===== config.mk =====
export PLATFORM = sky130hd
export DESIGN_NAME = voxel_mask_dda_4x4x4_unit_flat
export DESIGN_NICKNAME = d
export VERILOG_FILES = /design/src/design/vmd_pkg.sv /design/src/design/vmd_if.sv /design/src/design/vmd_ctrl.sv /design/src/design/vmd_dp.sv /design/src/design/voxel_mask_dda_4x4x4_unit.sv /design/src/flat_wrapper.sv
export SDC_FILE = /design/constraint.sdc
export NUM_CORES = 2
export LEC_CHECK = 0
export BUFFER_PORTS_ARGS = -buffer_cell sky130_fd_sc_hd__buf_2
export CORE_UTILIZATION = 50
export DETAILED_ROUTE_END_ITERATION = 6
export PLACE_DENSITY_LB_ADDON = 0.15
export REMOVE_ABC_BUFFERS = 1
export SKIP_LAST_GASP = 1
export SLEW_MARGIN = 20
export SYNTH_ARGS = -nofsm -noshare
export SYNTH_HDL_FRONTEND = slang
export SYNTH_HIERARCHICAL = 1
export SYNTH_SLANG_ARGS = --single-unit

===== constraint.sdc =====
create_clock -name clock -period 39.5 [get_ports clock]
set_input_delay 1.975 -clock clock [delete_from_list [all_inputs] [get_ports clock]]
set_output_delay 1.975 -clock clock [all_outputs]
set_load 0.05 [all_outputs]

===== src/design/vmd_pkg.sv =====
// ----------------------------------------------------------------------------
// vmd_pkg
// Shared widths, codes and control types of the voxel mask DDA unit.
// ----------------------------------------------------------------------------
package vmd_pkg;

   localparam int MASK_W    = 64;
   localparam int START_W   = 18;
   localparam int DIR_W     = 16;
   localparam int FRAC_BITS = 16;
   localparam int COORD_W   = 2;
   localparam int INDEX_W   = 6;
   localparam int TESTED_W  = 4;
   localparam int NUM_AXES  = 3;

   localparam int MAX_STEPS = 11;
   localparam int CNT_W     = $clog2(MAX_STEPS + 1);

   // reciprocal 2^31 / |d| in Q16.16, formed a byte per cycle
   localparam int INV_W      = 32;
   localparam int DIST_W     = 32;
   localparam int DIV_STEP   = 8;
   localparam int DIV_ROUNDS = INV_W / DIV_STEP;
   localparam int ROUND_W    = $clog2(DIV_ROUNDS);
   localparam int REM_W      = DIR_W + 1;

   localparam int PART_W = FRAC_BITS + 1;
   localparam int PROD_W = PART_W + INV_W;

   localparam logic [DIST_W-1:0]  DIST_MAX  = '1;
   localparam logic [COORD_W-1:0] COORD_MAX = '1;

   typedef enum logic [1:0] {
      AXIS_X = 2'd0,
      AXIS_Y = 2'd1,
      AXIS_Z = 2'd2
   } axis_type;

   typedef enum logic [2:0] {
      ST_IDLE,
      ST_DIV,
      ST_MUL,
      ST_SIDE,
      ST_WALK,
      ST_DONE
   } state_type;

   typedef struct packed {
      logic     load;
      logic     div_go;
      logic     div_first;
      logic     mul_go;
      logic     side_go;
      logic     walk_go;
      logic     emit;
      axis_type axis;
   } vmd_cmd_type;

   typedef struct packed {
      logic walk_fin;
   } vmd_status_type;

endpackage


===== src/design/vmd_if.sv =====
// ----------------------------------------------------------------------------
// vmd_if
// Ray request and traversal response channels, valid/ready handshake.
// ----------------------------------------------------------------------------
interface vmd_req_if import vmd_pkg::*; ();
   logic                     valid;
   logic                     ready;
   logic [MASK_W-1:0]        occupancy_mask;
   logic [START_W-1:0]       start_x;
   logic [START_W-1:0]       start_y;
   logic [START_W-1:0]       start_z;
   logic signed [DIR_W-1:0]  dir_x;
   logic signed [DIR_W-1:0]  dir_y;
   logic signed [DIR_W-1:0]  dir_z;

   modport source (
      output valid, occupancy_mask, start_x, start_y, start_z, dir_x, dir_y, dir_z,
      input  ready
   );
   modport sink (
      input  valid, occupancy_mask, start_x, start_y, start_z, dir_x, dir_y, dir_z,
      output ready
   );
endinterface

interface vmd_rsp_if import vmd_pkg::*; ();
   logic                valid;
   logic                ready;
   logic                hit;
   logic [INDEX_W-1:0]  cell_index;
   logic [TESTED_W-1:0] cells_tested;

   modport source (
      output valid, hit, cell_index, cells_tested,
      input  ready
   );
   modport sink (
      input  valid, hit, cell_index, cells_tested,
      output ready
   );
endinterface


===== src/design/vmd_ctrl.sv =====
// ----------------------------------------------------------------------------
// vmd_ctrl
// Sequencer: per-axis divide, multiply and side setup, then the cell walk,
// then hand-off into the response register.
// ----------------------------------------------------------------------------
module vmd_ctrl import vmd_pkg::*; (
   input  logic           clock,
   input  logic           reset,
   input  logic           req_valid,
   output logic           req_ready,
   output logic           rsp_valid,
   input  logic           rsp_ready,
   output vmd_cmd_type    cmd,
   input  vmd_status_type status
);

   state_type            state_ff, state_in;
   axis_type             axis_ff, axis_in;
   logic [ROUND_W-1:0]   round_ff, round_in;
   logic                 out_valid_ff, out_valid_in;
   logic                 out_free;

   assign out_free  = !out_valid_ff || rsp_ready;
   assign rsp_valid = out_valid_ff;

   // next state
   always_comb begin
      state_in = state_ff;
      case (state_ff)
         ST_IDLE: begin
            if (req_valid) state_in = ST_DIV;
         end
         ST_DIV: begin
            if (round_ff == ROUND_W'(DIV_ROUNDS - 1)) state_in = ST_MUL;
         end
         ST_MUL:  state_in = ST_SIDE;
         ST_SIDE: begin
            state_in = (axis_ff == AXIS_Z) ? ST_WALK : ST_DIV;
         end
         ST_WALK: begin
            if (status.walk_fin) state_in = ST_DONE;
         end
         ST_DONE: begin
            if (out_free) state_in = ST_IDLE;
         end
         default: state_in = ST_IDLE;
      endcase
   end

   // outputs
   always_comb begin
      cmd           = '0;
      cmd.axis      = axis_ff;
      req_ready     = 1'b0;
      case (state_ff)
         ST_IDLE: begin
            req_ready = 1'b1;
            cmd.load  = req_valid;
         end
         ST_DIV: begin
            cmd.div_go    = 1'b1;
            cmd.div_first = (round_ff == '0);
         end
         ST_MUL:  cmd.mul_go  = 1'b1;
         ST_SIDE: cmd.side_go = 1'b1;
         ST_WALK: cmd.walk_go = 1'b1;
         ST_DONE: cmd.emit    = out_free;
         default: ;
      endcase
   end

   // axis and divide round counters, response valid
   always_comb begin
      axis_in      = axis_ff;
      round_in     = round_ff;
      out_valid_in = out_valid_ff;
      if (state_ff == ST_IDLE) begin
         axis_in  = AXIS_X;
         round_in = '0;
      end
      if (state_ff == ST_DIV) begin
         round_in = round_ff + ROUND_W'(1);
      end
      if (state_ff == ST_SIDE) begin
         case (axis_ff)
            AXIS_X:  axis_in = AXIS_Y;
            AXIS_Y:  axis_in = AXIS_Z;
            default: axis_in = AXIS_X;
         endcase
      end
      if (rsp_ready) out_valid_in = 1'b0;
      if (cmd.emit)  out_valid_in = 1'b1;
   end

   always_ff @(posedge clock) begin
      if (reset) begin
         state_ff     <= ST_IDLE;
         axis_ff      <= AXIS_X;
         round_ff     <= '0;
         out_valid_ff <= 1'b0;
      end else begin
         state_ff     <= state_in;
         axis_ff      <= axis_in;
         round_ff     <= round_in;
         out_valid_ff <= out_valid_in;
      end
   end

endmodule


===== src/design/vmd_dp.sv =====
// ----------------------------------------------------------------------------
// vmd_dp
// Datapath: shared reciprocal divider, side distance multiplier, per-axis
// distance registers, the one-cell-per-cycle walk and the response register.
// ----------------------------------------------------------------------------
module vmd_dp import vmd_pkg::*; (
   input  logic                     clock,
   input  vmd_cmd_type              cmd,
   output vmd_status_type           status,
   input  logic [MASK_W-1:0]        occupancy_mask,
   input  logic [START_W-1:0]       start_x,
   input  logic [START_W-1:0]       start_y,
   input  logic [START_W-1:0]       start_z,
   input  logic signed [DIR_W-1:0]  dir_x,
   input  logic signed [DIR_W-1:0]  dir_y,
   input  logic signed [DIR_W-1:0]  dir_z,
   output logic                     rsp_hit,
   output logic [INDEX_W-1:0]       rsp_cell_index,
   output logic [TESTED_W-1:0]      rsp_cells_tested
);

   logic [MASK_W-1:0]       mask_ff;
   logic [FRAC_BITS-1:0]    frac_ff  [NUM_AXES];
   logic [DIR_W-1:0]        dir_ff   [NUM_AXES];
   logic [COORD_W-1:0]      coord_ff [NUM_AXES];
   logic [INV_W-1:0]        inv_ff   [NUM_AXES];
   logic [DIST_W-1:0]       side_ff  [NUM_AXES];
   logic [REM_W-1:0]        rem_ff, rem_in;
   logic [INV_W-1:0]        quo_ff, quo_in;
   logic [PROD_W-1:0]       prod_ff;
   logic [CNT_W-1:0]        cnt_ff;
   logic                    hit_ff;
   logic                    out_hit_ff;
   logic [INDEX_W-1:0]      out_index_ff;
   logic [TESTED_W-1:0]     out_tested_ff;

   logic [DIR_W-1:0]        cur_dir;
   logic [DIR_W-1:0]        mag;
   logic [DIV_STEP-1:0]     qbits;
   logic [PART_W-1:0]       part;
   logic [PROD_W-PART_W:0]  side_raw;
   logic [DIST_W-1:0]       side_sat;

   logic [NUM_AXES-1:0]     live;
   logic [NUM_AXES-1:0]     neg;
   logic [INDEX_W-1:0]      cur_index;
   logic                    mask_bit;
   logic                    sel_x, sel_y, sel_z;
   logic                    none_sel;
   axis_type                pick;
   logic                    at_edge;
   logic [DIST_W:0]         dist_sum;
   logic [DIST_W-1:0]       dist_next;
   logic [CNT_W-1:0]        cnt_next;
   logic                    walk_fin;

   assign cur_dir = dir_ff[cmd.axis];
   assign mag     = cur_dir[DIR_W-1] ? DIR_W'(-cur_dir) : cur_dir;

   // eight restoring divide steps per cycle on the 2^31 dividend
   always_comb begin
      logic [REM_W-1:0] r;
      r = cmd.div_first ? '0 : rem_ff;
      for (int k = 0; k < DIV_STEP; k++) begin
         r = {r[REM_W-2:0], (cmd.div_first && (k == 0))};
         if (r >= {1'b0, mag}) begin
            r                   = r - {1'b0, mag};
            qbits[DIV_STEP-1-k] = 1'b1;
         end else begin
            qbits[DIV_STEP-1-k] = 1'b0;
         end
      end
      rem_in = r;
      quo_in = {quo_ff[INV_W-DIV_STEP-1:0], qbits};
   end

   // distance from start to the first boundary along the direction sign
   always_comb begin
      if (cur_dir[DIR_W-1]) begin
         part = {1'b0, frac_ff[cmd.axis]};
      end else begin
         part = (PART_W'(1) << FRAC_BITS) - {1'b0, frac_ff[cmd.axis]};
      end
   end

   assign side_raw = prod_ff[PROD_W-1:FRAC_BITS];
   assign side_sat = side_raw[PROD_W-PART_W] ? DIST_MAX : side_raw[DIST_W-1:0];

   // walk: test, pick smallest side distance, advance one cell
   always_comb begin
      for (int a = 0; a < NUM_AXES; a++) begin
         live[a] = (dir_ff[a] != '0);
         neg[a]  = dir_ff[a][DIR_W-1];
      end
      cur_index = {coord_ff[AXIS_Y], coord_ff[AXIS_Z], coord_ff[AXIS_X]};
      mask_bit  = mask_ff[cur_index];

      sel_x = live[AXIS_X]
              && (!live[AXIS_Y] || side_ff[AXIS_X] < side_ff[AXIS_Y])
              && (!live[AXIS_Z] || side_ff[AXIS_X] < side_ff[AXIS_Z]);
      sel_y = !sel_x && live[AXIS_Y]
              && (!live[AXIS_Z] || side_ff[AXIS_Y] < side_ff[AXIS_Z]);
      sel_z = !sel_x && !sel_y && live[AXIS_Z];
      none_sel = !sel_x && !sel_y && !sel_z;

      pick = sel_x ? AXIS_X : (sel_y ? AXIS_Y : AXIS_Z);
      at_edge = neg[pick] ? (coord_ff[pick] == '0) : (coord_ff[pick] == COORD_MAX);

      dist_sum  = {1'b0, side_ff[pick]} + {1'b0, inv_ff[pick]};
      dist_next = dist_sum[DIST_W] ? DIST_MAX : dist_sum[DIST_W-1:0];

      cnt_next = cnt_ff + CNT_W'(1);
      walk_fin = mask_bit || none_sel || at_edge || (cnt_next == CNT_W'(MAX_STEPS));
   end

   assign status.walk_fin = walk_fin;

   always_ff @(posedge clock) begin
      if (cmd.load) begin
         mask_ff          <= occupancy_mask;
         frac_ff[AXIS_X]  <= start_x[FRAC_BITS-1:0];
         frac_ff[AXIS_Y]  <= start_y[FRAC_BITS-1:0];
         frac_ff[AXIS_Z]  <= start_z[FRAC_BITS-1:0];
         coord_ff[AXIS_X] <= start_x[FRAC_BITS+COORD_W-1:FRAC_BITS];
         coord_ff[AXIS_Y] <= start_y[FRAC_BITS+COORD_W-1:FRAC_BITS];
         coord_ff[AXIS_Z] <= start_z[FRAC_BITS+COORD_W-1:FRAC_BITS];
         dir_ff[AXIS_X]   <= dir_x;
         dir_ff[AXIS_Y]   <= dir_y;
         dir_ff[AXIS_Z]   <= dir_z;
         cnt_ff           <= '0;
      end
      if (cmd.div_go) begin
         rem_ff <= rem_in;
         quo_ff <= quo_in;
      end
      if (cmd.mul_go) begin
         prod_ff <= PROD_W'(part) * PROD_W'(quo_ff);
      end
      if (cmd.side_go) begin
         // zero component: never advances
         if (cur_dir == '0) begin
            inv_ff[cmd.axis]  <= '0;
            side_ff[cmd.axis] <= DIST_MAX;
         end else begin
            inv_ff[cmd.axis]  <= quo_ff;
            side_ff[cmd.axis] <= side_sat;
         end
      end
      if (cmd.walk_go) begin
         cnt_ff <= cnt_next;
         hit_ff <= mask_bit;
         if (!walk_fin) begin
            side_ff[pick]  <= dist_next;
            coord_ff[pick] <= neg[pick] ? coord_ff[pick] - COORD_W'(1)
                                        : coord_ff[pick] + COORD_W'(1);
         end
      end
      if (cmd.emit) begin
         out_hit_ff    <= hit_ff;
         out_index_ff  <= hit_ff ? cur_index : '0;
         out_tested_ff <= TESTED_W'(cnt_ff);
      end
   end

   assign rsp_hit          = out_hit_ff;
   assign rsp_cell_index   = out_index_ff;
   assign rsp_cells_tested = out_tested_ff;

endmodule


===== src/design/voxel_mask_dda_4x4x4_unit.sv =====
// ----------------------------------------------------------------------------
// voxel_mask_dda_4x4x4_unit
// First occupied cell along a ray through a 4x4x4 occupancy block.
// From accept to response valid: per-axis setup (divide rounds of 8 quotient
// bits each, a multiply, a store), then the cell walk, then hand-off.
// One ray in flight at a time; the next ray can be taken in the cycle after
// hand-off, and a ray takes longer while the previous response still waits
// in the output register.
// Reset clears the sequencer and response valid; no clearing pass.
// ----------------------------------------------------------------------------
module voxel_mask_dda_4x4x4_unit import vmd_pkg::*; (
   input logic      clock,
   input logic      reset,
   vmd_req_if.sink  req,
   vmd_rsp_if.source rsp
);

   vmd_cmd_type    cmd;
   vmd_status_type status;
   logic           rsp_valid;

   vmd_ctrl u_ctrl (
      .clock     (clock),
      .reset     (reset),
      .req_valid (req.valid),
      .req_ready (req.ready),
      .rsp_valid (rsp_valid),
      .rsp_ready (rsp.ready),
      .cmd       (cmd),
      .status    (status)
   );

   vmd_dp u_dp (
      .clock            (clock),
      .cmd              (cmd),
      .status           (status),
      .occupancy_mask   (req.occupancy_mask),
      .start_x          (req.start_x),
      .start_y          (req.start_y),
      .start_z          (req.start_z),
      .dir_x            (req.dir_x),
      .dir_y            (req.dir_y),
      .dir_z            (req.dir_z),
      .rsp_hit          (rsp.hit),
      .rsp_cell_index   (rsp.cell_index),
      .rsp_cells_tested (rsp.cells_tested)
   );

   assign rsp.valid = rsp_valid;

endmodule


===== src/flat_wrapper.sv =====
// flat-port wrapper written by rule: the top's interface ports become plain ports
module voxel_mask_dda_4x4x4_unit_flat import vmd_pkg::*;
  (clock, reset, req_valid, req_occupancy_mask, req_start_x, req_start_y, req_start_z, req_dir_x, req_dir_y, req_dir_z, req_ready, rsp_valid, rsp_hit, rsp_cell_index, rsp_cells_tested, rsp_ready);
  vmd_req_if req_i ();
  vmd_rsp_if rsp_i ();
  input logic clock;
  input logic reset;
  input wire logic [$bits(req_i.valid)-1:0] req_valid;
  input wire logic [$bits(req_i.occupancy_mask)-1:0] req_occupancy_mask;
  input wire logic [$bits(req_i.start_x)-1:0] req_start_x;
  input wire logic [$bits(req_i.start_y)-1:0] req_start_y;
  input wire logic [$bits(req_i.start_z)-1:0] req_start_z;
  input wire logic [$bits(req_i.dir_x)-1:0] req_dir_x;
  input wire logic [$bits(req_i.dir_y)-1:0] req_dir_y;
  input wire logic [$bits(req_i.dir_z)-1:0] req_dir_z;
  output wire logic [$bits(req_i.ready)-1:0] req_ready;
  output wire logic [$bits(rsp_i.valid)-1:0] rsp_valid;
  output wire logic [$bits(rsp_i.hit)-1:0] rsp_hit;
  output wire logic [$bits(rsp_i.cell_index)-1:0] rsp_cell_index;
  output wire logic [$bits(rsp_i.cells_tested)-1:0] rsp_cells_tested;
  input wire logic [$bits(rsp_i.ready)-1:0] rsp_ready;
  assign req_i.valid = req_valid;
  assign req_i.occupancy_mask = req_occupancy_mask;
  assign req_i.start_x = req_start_x;
  assign req_i.start_y = req_start_y;
  assign req_i.start_z = req_start_z;
  assign req_i.dir_x = req_dir_x;
  assign req_i.dir_y = req_dir_y;
  assign req_i.dir_z = req_dir_z;
  assign req_ready = req_i.ready;
  assign rsp_valid = rsp_i.valid;
  assign rsp_hit = rsp_i.hit;
  assign rsp_cell_index = rsp_i.cell_index;
  assign rsp_cells_tested = rsp_i.cells_tested;
  assign rsp_i.ready = rsp_ready;
  voxel_mask_dda_4x4x4_unit u_core (.clock(clock), .reset(reset), .req(req_i), .rsp(rsp_i));
endmodule

Word level (Yosys, flattened, before mapping)
Memories as Yosys holds them, arrays and structs flattened. A register that Yosys moved wholly into a read port is not among the register bits. Cells that the tools add are included.

Div/mod/pow operators: 0. Magnitude comparators: 13. Bitwise logic cells: 2. Multipliers: 1. Equal/unequal tests: 14. Reduce and logical (&&, ||, !) cells: 35. $add $sub $neg: 15. Mux-type cells: 73. Shifts and indexed selects: 0.

Operators with widths (count): two-way mux 16 bit (10); two-way mux 32 bit (5); greater-or-equal comparator 17 x 16 -> 1 bit (8); subtractor 16 bit (8); less-than comparator 32 bit (3); multiplier 17 x 32 -> 49 bit (1); nonzero test 16 bit (3); adder 32 x 32 -> 33 bit (1); two-way mux 1 bit (32); OR reduction 32 bit (1); two-way mux 2 bit (14); one-hot mux 3 bit (6 select lines) (1); two-way mux 17 bit (1); subtractor 17 x 16 -> 17 bit, first input constant (1); logical NOT 16 bit (1); negator 16 bit (1); two-way mux 3 bit (5); two-way mux 4 bit (2); nonzero test 2 bit (4); logical AND 1 bit (7); logical OR 1 bit (7); less-than comparator 6 x 7 -> 1 bit, second input constant (1); binary-select mux 1 bit (select 6 bit) (1); == test 2 bit, second input constant (3); other kinds (19) (32).

Logic and storage cells: 172. Register bits after elaboration: 185. Bits in read-only memories: 0. Memory bits (writable): 294. Latch bits: 0. Memories kept: 5. Input bits: 170.

Memories: u_core.u_dp.inv_ff (words 3, width 32, read ports 1, clocked after Yosys merged registers in 0, wr ports 1, line vmd_dp.sv:26) `logic [INV_W-1:0] inv_ff [NUM_AXES];`; u_core.u_dp.side_ff (words 3, width 32, read ports 4, clocked after Yosys merged registers in 0, wr ports 1, line vmd_dp.sv:27) `logic [DIST_W-1:0] side_ff [NUM_AXES];`; u_core.u_dp.dir_ff (words 3, width 16, read ports 4, clocked after Yosys merged registers in 1, wr ports 3, line vmd_dp.sv:24) `logic [DIR_W-1:0] dir_ff [NUM_AXES];`; u_core.u_dp.frac_ff (words 3, width 16, read ports 1, clocked after Yosys merged registers in 1, wr ports 3, line vmd_dp.sv:23) `logic [FRAC_BITS-1:0] frac_ff [NUM_AXES];`; u_core.u_dp.coord_ff (words 3, width 2, read ports 4, clocked after Yosys merged registers in 0, wr ports 3, line vmd_dp.sv:25) `logic [COORD_W-1:0] coord_ff [NUM_AXES];`.

Depth between registers and ports, before layout
An unclocked memory read counts as a cell.

Word-level depth: 22. Mapped depth: 121.

By module
Netlist, hierarchy kept.

By module, submodules not included: vmd_dp (instances 1, area an instance 45792.7 um^2, cells each 4604, seq. area each 13663.1 um^2); vmd_ctrl (instances 1, area an instance 474.2 um^2, cells each 60, seq. area each 160.2 um^2).

Least setup slack after synthesis
Ideal clock, no wire load.

Path type: reg2reg. From: register, netlist name u_core/u_ctrl/axis_ff[0]. To: register u_core.u_dp.rem_ff[14], data pin. Arrival: 24.660 ns. Stages on the path, launching flop included: 114. Required time: 39.239 ns. Path buffers: 10. Setup slack: 14.579 ns. Cell sequence: dfxtp_1 > buf_6 > buf_6 > mux2i_1 > a21boi_2 > inv_2 > clkbuf_1 > ha_1 > inv_1 > a211oi_1 > a21oi_1 > ha_1 > nor2b_1 > o31a_1 > o31a_1 > o31ai_1 > nor4_4 > or4_1 > (+78 left out) > buf_2 > nor2_1 > ha_1 > a21o_1 > a21o_1 > a21o_1 > a21o_1 > a21o_1 > a21o_1 > a2111oi_0 > o31ai_1 > o41a_1 > a221o_1 > or2_1 > a211o_1 > o31ai_4 > inv_4 > a221o_1.

RTL lines: end signal: assignment (line vmd_dp.sv:133) `rem_ff <= rem_in;`; end: declaration (line vmd_dp.sv:28) `logic [REM_W-1:0] rem_ff, rem_in;`.

==> impl_metrics.yaml <==
run_status:
  status: "finished clean"
logic_synthesis:
  ys_types: 100
  yosys.area.top_type: "edfxtp_1"
  synthArstFlopShare_pct: 0
  synth_top_area_share_pct: 29.5
  synth_warnings: 6
  ys.flop_type: "edfxtp_1"
  yosysMostFrequentCell: "inv_1"
  synth.cells.most_frequent: "inv_1, nand2_1, edfxtp_1, fa_1, ha_1"
  synth-seq-area-share_pct: 29.9
  yosys-top-cells-area: "edfxtp_1, fa_1, ha_1, inv_1, nand2_1"
  postSynthAreaPerCell_um2: 9.92
  synth_area_um2: 46300
  ys_ff_latch: 463
  synth_edf_count: 455
  synth_cells: 4664
worst_setup_path:
  setup.worst_path.end_class: "register"
  cp-start-kind: "register"
  cp.arrival_ns: 29.10
  max_stage_delay_ns: 0.68
  critPathMaxFanout: 59
  required_ns: 39.87
  path_common_cell: "a21o_1"
  critical_path_class: "register to register"
  crit_path_top_delay_cell: "o41ai_1"
placement:
  gp_congestion: 0.931
  io_buffers: 182
  place_hpwl_um: 91000
  placed_area_um2: 48700
sta:
  worst_pin_slew_ns: 1.02
  fin_skew_ns: 0.0444
  timing.final.crit_share_pct: 72.7
  finalHoldViolCount: 0
  timing.fmax_mhz: 34.8
  setup_viol_count_final: 0
  drv_slew: 0
  slew_headroom_pct: 32.2
  tns_ns: 0
  rsz0062_at_grt: "no"
  period_minus_slack_ns: 28.73
die:
  initial_core_util_pct: 50.5
  io_pins: 183
  row_count: 111
  core-area_um2: 91700
  die_x_um: 306
  die_area_um2: 93800
  chipHeight_um: 306
route:
  vias: 33853
  drtIter0Drc: 2487
  drtAntennaViolNets: 0
  first_pass_iters: 7
  wl_per_cell_um: 20.7
  drt_wl_total_um: 124000
  avgViaCountPerCell: 5.64
  drc: 0
global_route:
  grt_pass1_vias: 34505
  grt_max_degree: 83
  track_usage_pct: 26.8
  grt_overflow: 0
  antenna_found_initial: 7
  grt_pass1_wl_um: 195000
clock_tree:
  cts.sinks: 463
  ctsHoldBuffers: 0
  htree_levels: 2
  clk_path_buf_depth: 3
  cts_tree: "done"
  numCtsBuffers: 49
  clkSlewWorstSetupHoldPaths_ns: 0.06
  insertion_delay_ns: 0.64
  cts_root_buffer: "clkbuf_16"
  post_cts_buffers: 0
  postCtsResizedCells: 0
job:
  drv_cap: 0
cells_and_area:
  final_area_um2: 50400
  syn2layout_area_growth_pct: 8.89
  drive_above_1_share_pct: 11.0
  nets: 5764
min_path:
  hp-class: "register to register"
==> layout by cell type (no fill, tap or decap), drive strengths merged, types with 11 or more instances in the layout <==
cell type  instances
a21o             114
buf              258
o21bai            17
a31oi             23
xnor2            102
inv              609
nand4             40
clkinv            24
a211oi            21
nand2b            51
edfxtp           455
nor3              57
nor4              21
nand2            561
or2               24
mux2              79
a221o             11
fa               450
mux4              21
nor2             296
o21a              25
a21oi            278
mux2i            115
and2             197
xor2              73
nor2b             58
and3              22
o21ai            172
clkbuf            55
or3               11
nand3             42
ha               373
==> cell families after synthesis <==
group / synth area share [%]
xor gates and xnor gates: 3.36
buffers and inverters: 6.69
DFF: 29.9
and+or+nand+nor: 14.4
adders and majority gates: 29.6
muxes: 5.54
AOI/OAI and AO/OA: 10.6
==> final timing paths <==
path                                   from  slack (ns)                         to  cells past startpoint
setup / recovery   u_core/u_ctrl/axis_ff[1]       10.77     u_core/u_dp/rem_ff[14]                    105
hold / removal    u_core/u_ctrl/round_ff[0]        0.51  u_core/u_ctrl/round_ff[0]                      2
setup reg to reg   u_core/u_ctrl/axis_ff[1]       10.77     u_core/u_dp/rem_ff[14]                    105
hold reg to reg   u_core/u_ctrl/round_ff[0]        0.51  u_core/u_ctrl/round_ff[0]                      2
==> worst max-delay path, delay by kind of cell, from the launching register on <==
kind,cells,cell delay [ns]
xor+xnor,1,0.14
buf+inv,8,2.00
mux,5,1.72
compound gates,61,16.45
flops,1,0.32
fa+ha+maj,9,3.05
simple gates,21,4.65
==> state kept, by name (all words and copies together), names as in the netlist, 2 cells and up <==
signal	cells
u_core/u_ctrl/round_ff	2
u_core/u_dp/quo_ff	32
u_core/u_dp/mask_ff	64
u_core/u_ctrl/axis_ff	2
u_core/u_dp/frac_ff	48
u_core/u_dp/side_ff	96
u_core/u_dp/rem_ff	16
u_core/u_dp/dir_ff	48
u_core/u_dp/cnt_ff	4
u_core/u_dp/coord_ff	6
u_core/u_ctrl/state_ff	3
u_core/u_dp/inv_ff	96
u_core/u_dp/rsp_cell_index	6
u_core/u_dp/prod_ff	33
u_core/u_dp/rsp_cells_tested	4
==> stage by stage <==
stage / setup slack, ns / util [%] / instances / hold WS, ns
floorplan: 14.16 / - / 4462 / 0.461
global placement: 11.65 / 53.1 / 5906 / 0.480
detailed placement: 11.12 / 53.1 / 5906 / 0.503
CTS: 10.95 / 55.0 / 5997 / 0.514
global route: 8.71 / 55.0 / 5998 / 0.536
finish: 10.77 / 55.0 / 5999 / 0.512
==> per-layer routing <==
layer	vias to the layer above	share of wire, %	global-route usage (%)
met4	6	3.2	8.84
met5	-	0.037	0
li1	15928	-	-
met1	16681	44	36.6
met2	1017	47	44.1
met3	221	5.6	3.48
==> cell type report <==
class / count / area [um2]
repair buffers: 258 / 1480
flip-flops and latches: 463 / 13800
inverters: 606 / 2280
well taps: 1186 / 1480
clock inverters: 36 / 447
multi-input cells: 3393 / 29600
diodes: 2 / 5.00
fillers: 8122 / 41300
clock buffers: 55 / 1250
Power is left out: the tool's default activity adds up to more than one toggle a clock period on the data nets, which glitch-free logic cannot reach.
